<file path="config.mk">
export PLATFORM = sky130hd
export DESIGN_NAME = running_mean_variance
export DESIGN_NICKNAME = d
export VERILOG_FILES = /design/src/design/rmv_pkg.sv /design/src/design/rmv_divider.sv /design/src/design/rmv_datapath.sv /design/src/design/rmv_controller.sv /design/src/design/running_mean_variance.sv
export SDC_FILE = /design/constraint.sdc
export NUM_CORES = 2
export LEC_CHECK = 0
export BUFFER_PORTS_ARGS = -buffer_cell sky130_fd_sc_hd__buf_2
export CAP_MARGIN = 5
export CORE_MARGIN = 2
export CORE_UTILIZATION = 58
export DETAILED_ROUTE_END_ITERATION = 7
export PLACE_DENSITY = 0.84
export SETUP_SLACK_MARGIN = 0.4
export SYNTH_ARGS = -nofsm -noshare
export SYNTH_HDL_FRONTEND = slang
export SYNTH_HIERARCHICAL = 1
export SYNTH_SLANG_ARGS = --single-unit
</file>
<file path="constraint.sdc">
create_clock -name clk -period 10.3 [get_ports clk]
set_input_delay 0.515 -clock clk [delete_from_list [all_inputs] [get_ports clk]]
set_output_delay 0.515 -clock clk [all_outputs]
set_load 0.005 [all_outputs]
</file>
<file path="src/design/rmv_pkg.sv">
// Shared types and constants for the running mean and variance block.
// Used by the controller, the datapath, the top level and the checker.
// No dependencies.
`timescale 1ns / 1ps
`default_nettype none

package rmv_pkg;

	localparam int DEF_COUNT_WIDTH  = 32;
	localparam int DEF_SAMPLE_WIDTH = 24;

	localparam int SUM_BITS       = 56;
	localparam int OUT_COUNT_BITS = 32;
	localparam int OUT_MEAN_BITS  = 24;
	localparam int OUT_DATA_BITS  = OUT_COUNT_BITS + OUT_MEAN_BITS + 2 * SUM_BITS + 1;
	localparam int OUT_TDATA_BITS = ((OUT_DATA_BITS + 7) / 8) * 8;

	localparam int POP_LSB = OUT_COUNT_BITS + OUT_MEAN_BITS;
	localparam int UNB_LSB = POP_LSB + SUM_BITS;
	localparam int SAT_BIT = UNB_LSB + SUM_BITS;

	localparam logic [SUM_BITS-1:0] SUM_MAX = '1;

	typedef enum logic [2:0] {
		ST_IDLE,
		ST_MDIV_GO,
		ST_MDIV_WAIT,
		ST_MUL,
		ST_ACCUM,
		ST_VDIV_GO,
		ST_VDIV_WAIT,
		ST_OUT
	} state_t;

	typedef struct packed {
		logic load_sample;
		logic start_mdiv;
		logic upd_mean;
		logic mul;
		logic accum;
		logic start_vdiv;
		logic load_out;
	} cmd_t;

	typedef struct packed {
		logic mdiv_done;
		logic vdiv_done;
	} sts_t;

endpackage

`default_nettype wire

</file>
<file path="src/design/rmv_divider.sv">
// Restoring unsigned divider, one quotient bit per cycle.
// Uses no package; instantiated by the datapath.
`timescale 1ns / 1ps
`default_nettype none

module rmv_divider #(
	parameter int NW = 25,
	parameter int DW = 32
) (
	input  wire logic          clk,
	input  wire logic          arst_n,
	input  wire logic          start,
	input  wire logic [NW-1:0] dividend,
	input  wire logic [DW-1:0] divisor,
	output logic      [NW-1:0] quotient,
	output logic               done
);

	localparam int CNTW = $clog2(NW + 1);

	logic [CNTW-1:0] cnt_q;
	logic            done_q;
	logic [DW-1:0]   rem_q;
	logic [NW-1:0]   quo_q;
	logic [DW-1:0]   div_q;

	logic [DW:0]     trial;
	logic [DW:0]     diff;
	logic            ge;

	assign trial = {rem_q, quo_q[NW-1]};
	assign diff  = trial - {1'b0, div_q};
	assign ge    = (trial >= {1'b0, div_q});

	always_ff @(posedge clk or negedge arst_n) begin
		if (!arst_n) begin
			cnt_q  <= '0;
			done_q <= 1'b0;
		end else if (start) begin
			cnt_q  <= CNTW'(NW);
			done_q <= 1'b0;
		end else if (cnt_q != '0) begin
			cnt_q <= cnt_q - CNTW'(1);
			if (cnt_q == CNTW'(1)) begin
				done_q <= 1'b1;
			end
		end
	end

	always_ff @(posedge clk) begin
		if (start) begin
			rem_q <= '0;
			quo_q <= dividend;
			div_q <= divisor;
		end else if (cnt_q != '0) begin
			rem_q <= ge ? diff[DW-1:0] : trial[DW-1:0];
			quo_q <= {quo_q[NW-2:0], ge};
		end
	end

	assign quotient = quo_q;
	assign done     = done_q;

endmodule

`default_nettype wire

</file>
<file path="src/design/rmv_datapath.sv">
// Datapath: count, mean and squared deviation sum, the multiplier, the
// dividers and the result register. Depends on rmv_pkg and rmv_divider.
`timescale 1ns / 1ps
`default_nettype none

module rmv_datapath #(
	parameter int COUNT_WIDTH  = rmv_pkg::DEF_COUNT_WIDTH,
	parameter int SAMPLE_WIDTH = rmv_pkg::DEF_SAMPLE_WIDTH
) (
	input  wire logic                               clk,
	input  wire logic                               arst_n,
	input  wire logic [SAMPLE_WIDTH-1:0]            sample,
	input  wire rmv_pkg::cmd_t                      cmd,
	output rmv_pkg::sts_t                           sts,
	output logic [rmv_pkg::OUT_DATA_BITS-1:0]       result
);

	import rmv_pkg::*;

	localparam int MAGW  = SAMPLE_WIDTH + 1;
	localparam int PRODW = 2 * MAGW;
	localparam int ACCW  = ((PRODW > SUM_BITS) ? PRODW : SUM_BITS) + 1;

	logic [COUNT_WIDTH-1:0]         count_q;
	logic signed [SAMPLE_WIDTH-1:0] mean_q;
	logic [SUM_BITS-1:0]            sum_q;
	logic                           sat_q;

	logic [SAMPLE_WIDTH-1:0]        sample_q;
	logic [MAGW-1:0]                delta_q;
	logic [PRODW-1:0]               prod_q;
	logic [OUT_DATA_BITS-1:0]       out_q;

	logic [MAGW-1:0]                sample_ext;
	logic [MAGW-1:0]                mean_ext;
	logic [MAGW-1:0]                delta_now;
	logic [MAGW-1:0]                delta_mag;
	logic [MAGW-1:0]                d1_mag;
	logic                           opposite;
	logic [PRODW-1:0]               prod_d;
	logic [MAGW-1:0]                mean_next;
	logic [ACCW-1:0]                acc_total;
	logic [COUNT_WIDTH-1:0]         pop_divisor;
	logic [COUNT_WIDTH-1:0]         unb_divisor;

	logic [MAGW-1:0]                mdiv_q;
	logic                           mdiv_done;
	logic [SUM_BITS-1:0]            pop_q;
	logic                           pop_done;
	logic [SUM_BITS-1:0]            unb_q;
	logic                           unb_done;

	assign sample_ext = {sample_q[SAMPLE_WIDTH-1], sample_q};
	assign mean_ext   = {mean_q[SAMPLE_WIDTH-1], mean_q};
	assign delta_now  = sample_ext - mean_ext;
	assign delta_mag  = delta_now[MAGW-1] ? (MAGW'(0) - delta_now) : delta_now;
	assign d1_mag     = delta_q[MAGW-1] ? (MAGW'(0) - delta_q) : delta_q;

	// In the multiply step delta_now is the deviation from the new mean.
	assign opposite = (delta_q[MAGW-1] && !delta_now[MAGW-1] && (delta_now != '0)) ||
	                  (!delta_q[MAGW-1] && (delta_q != '0) && delta_now[MAGW-1]);
	assign prod_d   = opposite ? '0 : (PRODW'(d1_mag) * PRODW'(delta_mag));

	assign mean_next = delta_q[MAGW-1] ? (mean_ext - mdiv_q) : (mean_ext + mdiv_q);
	assign acc_total = ACCW'(sum_q) + ACCW'(prod_q);

	assign pop_divisor = (count_q > COUNT_WIDTH'(1)) ? count_q : COUNT_WIDTH'(1);
	assign unb_divisor = (count_q > COUNT_WIDTH'(2)) ? (count_q - COUNT_WIDTH'(1)) :
	                     COUNT_WIDTH'(1);

	rmv_divider #(.NW(MAGW), .DW(COUNT_WIDTH)) u_mdiv (
		.clk      (clk),
		.arst_n   (arst_n),
		.start    (cmd.start_mdiv),
		.dividend (delta_mag),
		.divisor  (count_q),
		.quotient (mdiv_q),
		.done     (mdiv_done)
	);

	rmv_divider #(.NW(SUM_BITS), .DW(COUNT_WIDTH)) u_pdiv (
		.clk      (clk),
		.arst_n   (arst_n),
		.start    (cmd.start_vdiv),
		.dividend (sum_q),
		.divisor  (pop_divisor),
		.quotient (pop_q),
		.done     (pop_done)
	);

	rmv_divider #(.NW(SUM_BITS), .DW(COUNT_WIDTH)) u_udiv (
		.clk      (clk),
		.arst_n   (arst_n),
		.start    (cmd.start_vdiv),
		.dividend (sum_q),
		.divisor  (unb_divisor),
		.quotient (unb_q),
		.done     (unb_done)
	);

	always_ff @(posedge clk or negedge arst_n) begin
		if (!arst_n) begin
			count_q <= '0;
			mean_q  <= '0;
			sum_q   <= '0;
			sat_q   <= 1'b0;
		end else begin
			if (cmd.load_sample && (count_q != '1)) begin
				count_q <= count_q + COUNT_WIDTH'(1);
			end
			if (cmd.upd_mean) begin
				mean_q <= mean_next[SAMPLE_WIDTH-1:0];
			end
			if (cmd.accum) begin
				if (acc_total > ACCW'(SUM_MAX)) begin
					sum_q <= SUM_MAX;
					sat_q <= 1'b1;
				end else begin
					sum_q <= acc_total[SUM_BITS-1:0];
				end
			end
		end
	end

	always_ff @(posedge clk) begin
		if (cmd.load_sample) begin
			sample_q <= sample;
		end
		if (cmd.start_mdiv) begin
			delta_q <= delta_now;
		end
		if (cmd.mul) begin
			prod_q <= prod_d;
		end
		if (cmd.load_out) begin
			out_q <= {sat_q, unb_q, pop_q, OUT_MEAN_BITS'(mean_q), OUT_COUNT_BITS'(count_q)};
		end
	end

	assign sts.mdiv_done = mdiv_done;
	assign sts.vdiv_done = pop_done && unb_done;
	assign result        = out_q;

endmodule

`default_nettype wire

</file>
<file path="src/design/rmv_controller.sv">
// Controller state machine that sequences the datapath and owns both
// handshakes. Depends on rmv_pkg.
`timescale 1ns / 1ps
`default_nettype none

module rmv_controller (
	input  wire logic          clk,
	input  wire logic          arst_n,
	input  wire logic          s_tvalid,
	output logic               s_tready,
	output logic               m_tvalid,
	input  wire logic          m_tready,
	input  wire rmv_pkg::sts_t sts,
	output rmv_pkg::cmd_t      cmd
);

	import rmv_pkg::*;

	state_t state_q;
	state_t state_d;
	logic   m_tvalid_q;

	always_comb begin
		state_d = state_q;
		case (state_q)
			ST_IDLE: begin
				if (s_tvalid) begin
					state_d = ST_MDIV_GO;
				end
			end
			ST_MDIV_GO:   state_d = ST_MDIV_WAIT;
			ST_MDIV_WAIT: begin
				if (sts.mdiv_done) begin
					state_d = ST_MUL;
				end
			end
			ST_MUL:       state_d = ST_ACCUM;
			ST_ACCUM:     state_d = ST_VDIV_GO;
			ST_VDIV_GO:   state_d = ST_VDIV_WAIT;
			ST_VDIV_WAIT: begin
				if (sts.vdiv_done) begin
					state_d = ST_OUT;
				end
			end
			ST_OUT: begin
				if (!m_tvalid_q || m_tready) begin
					state_d = ST_IDLE;
				end
			end
			default:      state_d = ST_IDLE;
		endcase
	end

	always_comb begin
		cmd      = '0;
		s_tready = 1'b0;
		case (state_q)
			ST_IDLE: begin
				s_tready        = 1'b1;
				cmd.load_sample = s_tvalid;
			end
			ST_MDIV_GO:   cmd.start_mdiv = 1'b1;
			ST_MDIV_WAIT: cmd.upd_mean   = sts.mdiv_done;
			ST_MUL:       cmd.mul        = 1'b1;
			ST_ACCUM:     cmd.accum      = 1'b1;
			ST_VDIV_GO:   cmd.start_vdiv = 1'b1;
			ST_VDIV_WAIT: cmd            = '0;
			ST_OUT:       cmd.load_out   = !m_tvalid_q || m_tready;
			default:      cmd            = '0;
		endcase
	end

	always_ff @(posedge clk or negedge arst_n) begin
		if (!arst_n) begin
			state_q    <= ST_IDLE;
			m_tvalid_q <= 1'b0;
		end else begin
			state_q <= state_d;
			if (cmd.load_out) begin
				m_tvalid_q <= 1'b1;
			end else if (m_tready) begin
				m_tvalid_q <= 1'b0;
			end
		end
	end

	assign m_tvalid = m_tvalid_q;

endmodule

`default_nettype wire

</file>
<file path="src/design/running_mean_variance.sv">
// Running mean and variance: one result request for each sample request.
// Each sample passes through the bit-serial mean division and the two
// variance divisions before its result is valid. A new sample is taken
// only once the previous one has been processed and its result loaded;
// a finished result waits in the output register meanwhile.
// Asynchronous active-low reset clears the count, mean, sum and flag.
`timescale 1ns / 1ps
`default_nettype none

module running_mean_variance #(
	parameter int COUNT_WIDTH  = rmv_pkg::DEF_COUNT_WIDTH,
	parameter int SAMPLE_WIDTH = rmv_pkg::DEF_SAMPLE_WIDTH
) (
	input  wire logic                                 clk,
	input  wire logic                                 arst_n,
	input  wire logic                                 s_tvalid,
	output logic                                      s_tready,
	// Fields from bit 0: sample.
	input  wire logic [((SAMPLE_WIDTH + 7) / 8) * 8-1:0] s_tdata,
	output logic                                      m_tvalid,
	input  wire logic                                 m_tready,
	// Fields from bit 0: sample_count, running_mean, population_variance,
	// unbiased_variance, sum_saturated.
	output logic [rmv_pkg::OUT_TDATA_BITS-1:0]        m_tdata
);

	import rmv_pkg::*;

	cmd_t                     cmd;
	sts_t                     sts;
	logic [OUT_DATA_BITS-1:0] result;

	rmv_controller u_ctrl (
		.clk      (clk),
		.arst_n   (arst_n),
		.s_tvalid (s_tvalid),
		.s_tready (s_tready),
		.m_tvalid (m_tvalid),
		.m_tready (m_tready),
		.sts      (sts),
		.cmd      (cmd)
	);

	rmv_datapath #(
		.COUNT_WIDTH  (COUNT_WIDTH),
		.SAMPLE_WIDTH (SAMPLE_WIDTH)
	) u_dp (
		.clk    (clk),
		.arst_n (arst_n),
		.sample (s_tdata[SAMPLE_WIDTH-1:0]),
		.cmd    (cmd),
		.sts    (sts),
		.result (result)
	);

	assign m_tdata = OUT_TDATA_BITS'(result);

endmodule

`default_nettype wire

</file>
# Word-level counts from Yosys, hierarchy flattened
# Cells that the tools add are included.
totals:
  word_cells: 133
  reg_bits: 734
  in_bits: 28
classes:
  n_reduce_logical: 29
  add_sub_neg: 14
  n_mux: 43
  mul: 1
  n_eq_ne: 15
  order_cmp: 6
ops:
  columns: ["cell", "count"]
  rows:
  - ["56-bit two-way mux", 5]
  - ["25-bit two-way mux", 4]
  - ["33-bit by 32-bit greater-or-equal comparator with 1-bit output", 3]
  - ["32-bit two-way mux", 3]
  - ["32-bit subtractor", 3]
  - ["56-bit by 50-bit adder with 57-bit output", 1]
  - ["57-bit by 56-bit > comparator with 1-bit output, second input constant", 1]
  - ["25-bit by 25-bit multiplier with 50-bit output", 1]
  - ["25-bit nonzero test", 2]
  - ["1-bit by 25-bit subtractor with 25-bit output, first input constant", 2]
  - ["32-bit by 1-bit adder with 32-bit output, second input constant", 1]
  - ["32-bit by 1-bit > comparator with 1-bit output, second input constant", 1]
  - ["32-bit by 2-bit > comparator with 1-bit output, second input constant", 1]
  - ["32-bit != test, second input constant", 1]
  - ["32-bit by 1-bit subtractor with 32-bit output, second input constant", 1]
  - ["24-bit by 24-bit subtractor with 25-bit output", 1]
  - ["24-bit adder", 1]
  - ["24-bit two-way mux", 1]
  - ["6-bit two-way mux", 4]
  - ["3-bit one-hot mux with 8 select lines", 1]
  - ["24-bit subtractor", 1]
  - ["1-bit two-way mux", 19]
  - ["2-bit nonzero test", 7]
  - ["3-bit == test, second input constant", 4]
  - ["other kinds (18)", 39]

# Depth between registers and ports, before layout
depth:
  word_depth: 5
  ltp_mapped: 43

# Modules after synthesis
# The synthesis kept the hierarchy.
by_module_without_submodules:
  columns: ["module", "instances", "area_per_inst_um2", "cells_per_inst", "seq_area_each_um2"]
  rows:
  - ["rmv_datapath", 1, 40417.5, 4225, 10875.4]
  - ["rmv_divider at u_dp.u_pdiv ...", 2, 7074.3, 654, 3458.3]
  - ["rmv_divider at u_dp.u_mdiv", 1, 5750.5, 603, 2502.4]
  - ["rmv_controller", 1, 284.0, 31, 100.1]
  - ["running_mean_variance", 1, 56.3, 8, 0.0]

# Worst setup path after synthesis
# No wires, ideal clock.
synth_timing:
  kind: "reg-to-reg"
  startpoint: "register u_dp.mean_q[0]"
  endpoint: "register u_dp.prod_q[47] (data pin)"
  arrival_ns: 9.628
  stages_incl_launch_ff: 42
  path_slack_ns: 0.405
  required_time_ns: 10.034
  n_path_buf: 4
  cell_sequence: "dfrtp_1 -> ha_1 -> fa_1 -> nor2b_4 -> o31a_1 -> o21a_1 -> a41o_1 -> a21boi_2 -> o31ai_1 -> nand2_1 -> a31oi_2 -> buf_2 -> buf_4 -> a21oi_1 -> xor2_1 -> buf_2 -> nand2_1 -> fa_1 -> [... 6 more ...] -> fa_1 -> inv_1 -> fa_1 -> inv_1 -> fa_1 -> ha_1 -> clkbuf_1 -> a21o_1 -> a21o_1 -> a21oi_1 -> o21ai_0 -> a21oi_1 -> o31ai_1 -> a311oi_1 -> o21a_1 -> o31ai_1 -> xnor2_1 -> nor2_1"
synth_via:
  elab_chain_len: 5
synth_lines:
  columns: ["element", "line", "source"]
  rows:
  - ["from (decl)", "rmv_datapath.sv:25", "logic signed [SAMPLE_WIDTH-1:0] mean_q;"]
  - ["from (signal assigned)", "rmv_datapath.sv:112", "mean_q <= mean_next[SAMPLE_WIDTH-1:0];"]
  - ["24-bit by 24-bit subtractor with 25-bit output (*)", "rmv_datapath.sv:55", "assign delta_now = sample_ext - mean_ext;"]
  - ["parallel branches: the longest is 4 deep, another holds 25-bit by 25-bit multiplier with 50-bit output", null, null]
  - ["to (signal assigned)", "rmv_datapath.sv:133", "prod_q <= prod_d;"]
  - ["to (decl)", "rmv_datapath.sv:31", "logic [PRODW-1:0] prod_q;"]
# Mark *: on every way between the ends.
# A chain may end at the register's enable or synchronous reset.

# Final worst setup path
layout_timing:
  startpoint: "register u_dp.mean_q[0]"
  endpoint: "register u_dp.prod_q[42] (data pin)"
layout_lines:
  columns: ["element", "line", "source"]
  rows:
  - ["24-bit by 24-bit subtractor with 25-bit output (*)", "rmv_datapath.sv:55", null]
  - ["via u_dp.delta_now[10]", "rmv_datapath.sv:36", "logic [MAGW-1:0] delta_now;"]
  - ["1-bit by 25-bit subtractor with 25-bit output / 25-bit nonzero test (equally long branches)", "rmv_datapath.sv:56, rmv_datapath.sv:60", null]
  - ["25-bit two-way mux / 1-bit logical AND (equally long branches)", "rmv_datapath.sv:56, rmv_datapath.sv:60", null]
  - ["25-bit by 25-bit multiplier with 50-bit output / 1-bit logical OR (equally long branches)", "rmv_datapath.sv:62, rmv_datapath.sv:60", null]
# Mark *: on every way through the listed nets, which the timed path passes. The rest lies on a longest branch.

==> results.py <==
metrics = {
    "critical_path": {
        "critical_path_required_ns": 10.70,
        "reg2reg_depth": 37,
        "path_class": "reg2reg",
        "crit_path_top_delay_cell": "fa_1",
        "end_kind": "register",
        "critical_path.max_stage_delay_ns": 0.60,
        "rr_endpoint": "u_dp/prod_q[42]",
        "critical_path_buf_inv_count": 6,
        "r2r_setup_slack_ns": 0.37,
        "crit-reg2reg-launch": "u_dp/mean_q[0]",
        "path_common_cell": "fa_1",
        "cp_data_arrival_time_ns": 10.33,
        "worstPathMaxFanout": 4,
        "startpoint_type": "register",
        "critPathTopFamily": "adder cells",
    },
    "layout": {
        "n_antenna_cell": 0,
        "n_fill_cell": 7646,
        "nNetsFinal": 7339,
        "final_layout_size_suffix_gt1_share_pct": 14.0,
        "syn_to_final_growth_pct": 11.3,
    },
    "global_route": {
        "antenna_found_initial": 2,
        "grt_pass1_wl_um": 254000,
        "grt.overflow.total": 0,
        "grt_usage_pct": 30.0,
        "grt_pass1_vias": 46700,
        "grt_max_degree": 87,
    },
    "logic_synthesis": {
        "yosys_warnings": 6,
        "synth_xor_area_share_pct": 5.00,
        "ys_top_cells_by_area": "edfxtp_1, fa_1, ha_1",
        "ys_seq_area_share_pct": 33.6,
        "synthArstFlopShare_pct": 18.7,
        "syn-mean-instance-area_um2": 9.82,
        "synth_top_area_share_pct": 24.8,
        "yosys-mux-area-fraction_pct": 2.97,
        "synth_fa_ha_area_share_pct": 25.6,
        "ys.flop_type": "edfxtp_1",
        "yosysUniqueCellTypes": 117,
        "synth_top_cell_by_area": "edfxtp_1",
        "synthSimpleGateAreaFrac_pct": 13.6,
        "synth_top_family_by_area": "adder cells",
        "synth_edf_count": 501,
        "syn_area_um2": 60700,
        "synth-seq-cells": 734,
        "synth-compound-area-share_pct": 11.7,
        "netlist_instances": 6175,
    },
    "worst_hold_path": {
        "min-delay-start": "s_tdata[11]",
        "hold_end": "u_dp/sample_q[11]",
        "min_path_type": "in2reg",
        "whs_path_depth": 1,
    },
    "route": {
        "routedWlPerCell_um": 21.2,
        "first_pass_iters": 7,
        "drtIter0Drc": 4735,
        "antenna_left": 0,
        "post-route-drc-count": 0,
        "viasPerCell": 6.06,
        "vias": 47400,
        "totalWireLength_um": 166000,
    },
    "die": {
        "start_util_pct": 58.5,
        "core_um2": 104000,
        "die-width_um": 327,
        "core.rowCount": 118,
        "dieArea_um2": 107000,
        "ioPinCount": 206,
        "chipHeight_um": 327,
    },
    "sta": {
        "finalCriticalPeriod_ns": 9.93,
        "worst_pin_slew_ns": 1.35,
        "maxSlewViolCount": 0,
        "clock_skew_ns": 0.0393,
        "setup_viol": 0,
        "max_freq_ghz": 0.101,
        "rsz0062_at_grt": "yes",
        "maxSlewHeadroom_pct": 9.49,
        "finalHoldViolCount": 0,
        "fin_setup_tns_ns": 0,
        "post-route-period-util_pct": 96.4,
    },
    "cts": {
        "insertion_delay_ns": 0.68,
        "cts_tree": "built",
        "htreeDepth": 3,
        "cts_buffers": 77,
        "cts_buffer_depth": 3,
        "clock-sinks": 734,
        "path_clk_slew_ns": 0.06,
        "root_buffer": "clkbuf_16",
    },
    "run_status": {
        "status": "completed",
    },
    "place": {
        "routabilityCongestion": 0.978,
        "dp_hpwl_um": 118000,
        "io_buffers": 198,
    },
    "run": {
        "cap_violations": 0,
    },
}
## kinds of logic after synthesis
logic type	after synthesis
AO/OA/AOI/OAI	1063
adder cells (fa/ha/maj)	924
multiplexers	162
XOR/XNOR	340
AND/OR/NAND/NOR	1823
other	1
buffers and inverters	1128
flip-flops	734
## synthesized netlist by cell type (all sizes together), types with 22 or more instances
cell / number
a211oi: 42
a21o: 118
a21oi: 324
a311oi: 51
a31oi: 81
and2: 71
and3: 40
buf: 93
clkbuf: 220
dfrtp: 137
dfxtp: 96
edfxtp: 501
fa: 532
ha: 392
inv: 811
mux2: 140
mux2i: 22
nand2: 741
nand2b: 41
nand3: 89
nand4: 43
nor2: 556
nor2b: 26
nor3: 68
nor4: 25
o211ai: 41
o21a: 47
o21ai: 156
o21bai: 36
o31ai: 28
or3: 28
xnor2: 208
xor2: 132
## worst reg2reg max path: cells and delay by family, from the launching register on
kind	cells	cell delay [ns]
adders and majority gates	10	4.40
AOI/OAI and AO/OA	13	2.61
and+or+nand+nor	6	1.07
buffers and inverters	6	0.76
DFF	1	0.43
xor gates and xnor gates	2	0.39
## how the worst max path moves through the flow
stage | cells past startpoint | slack (ns) | end | from
3_3_place_gp | 33 | 0.20 | u_dp/prod_q[44] | u_dp/mean_q[0]
4_1_cts | 35 | 0.39 | u_dp/prod_q[46] | u_dp/mean_q[0]
5_1_grt | 40 | 0.13 | u_dp/prod_q[42] | u_dp/mean_q[0]
6_report | 37 | 0.37 | u_dp/prod_q[42] | u_dp/mean_q[0]
3_5_place_dp | 34 | -0.08 | u_dp/prod_q[44] | u_dp/mean_q[0]
2_1_floorplan | 41 | 0.41 | u_dp/prod_q[47] | u_dp/mean_q[0]
## layout make-up
type                    instances  area [um2]  share of cell area [%]
multi-input cells            4319       36500                    54.1
flip-flops and latches        734       20400                    30.2
repair buffers                440        3220                    4.77
inverters                     815        3060                    4.54
clock buffers                  92        2010                    2.98
well taps                    1380        1730                    2.56
clock inverters                52         571                   0.845
## per-stage QoR
stage	area [um2]	hold WS (ns)	instances	setup slack [ns]	utilization [%]
after global placement	63300	0.427	7587	0.197	61.1
after floorplan	60700	0.219	6181	0.405	-
final	67500	0.0416	7832	0.369	65.1
after CTS	66400	0.0123	7775	0.387	64.1
after detailed placement	63300	0.433	7587	-0.0772	61.1
after global routing	67500	0.0247	7832	0.130	65.1
## cell usage in the layout, fill, tap and decap left out, types with 19 or more instances in the layout
master / count
inv_1: 794
nand2_1: 730
nor2_1: 547
fa_1: 520
edfxtp_1: 501
ha_1: 368
a21oi_1: 308
buf_2: 197
xnor2_1: 193
buf_4: 177
mux2_2: 138
dfrtp_1: 137
o21ai_0: 133
xor2_1: 123
a21o_1: 117
dfxtp_1: 96
nand3_1: 87
clkbuf_16: 80
a31oi_1: 74
and2_1: 68
nor3_1: 63
a311oi_1: 48
o21a_1: 46
nand4_1: 42
nand2b_1: 41
and3_1: 38
a211oi_1: 38
o211ai_1: 37
o21bai_1: 35
buf_6: 27
or3_1: 26
nor2b_1: 25
o31ai_1: 23
nor4_1: 23
mux2i_1: 22
dlygate4sd3_1: 19
## sequential cells by signal (all words and copies together) (netlist names), 3 cells and up
signal	flops
u_dp/result	169
u_dp/sum_q	56
u_dp/u_pdiv/quotient	56
u_dp/u_udiv/quotient	56
u_dp/prod_q	50
u_dp/count_q	32
u_dp/u_mdiv/div_q	32
u_dp/u_mdiv/rem_q	32
u_dp/u_pdiv/div_q	32
u_dp/u_pdiv/rem_q	32
u_dp/u_udiv/div_q	32
u_dp/u_udiv/rem_q	32
u_dp/delta_q	25
u_dp/u_mdiv/quotient	25
u_dp/mean_q	24
u_dp/sample_q	24
u_dp/u_pdiv/cnt_q	6
u_dp/u_udiv/cnt_q	6
u_dp/u_mdiv/cnt_q	5
u_ctrl/state_q	3
## timing repair
| action | in CTS | in global routing |
|---|---|---|
| setup buffers | 25 | 53 |
| cloned | 0 | 4 |
| hold buffers | 19 | 0 |
| endpoints found under the hold margin | 91 | 0 |
| endpoints found under the setup margin | 20 | 22 |
| gates resized for setup | 35 | 141 |
| pin swaps | 22 | 115 |
## metal layers
metal / vias up / global-route usage (%) / wire length, um
met4: 2 / 13.2 / 8740
met5: - / 0 / 11
li1: 21100 / - / -
met2: 2743 / 47.0 / 75300
met3: 598 / 6.78 / 18100
met1: 23000 / 40.0 / 63800
Power is left out: the tool's default activity adds up to more than one toggle a clock period on the data nets, which glitch-free logic cannot reach.
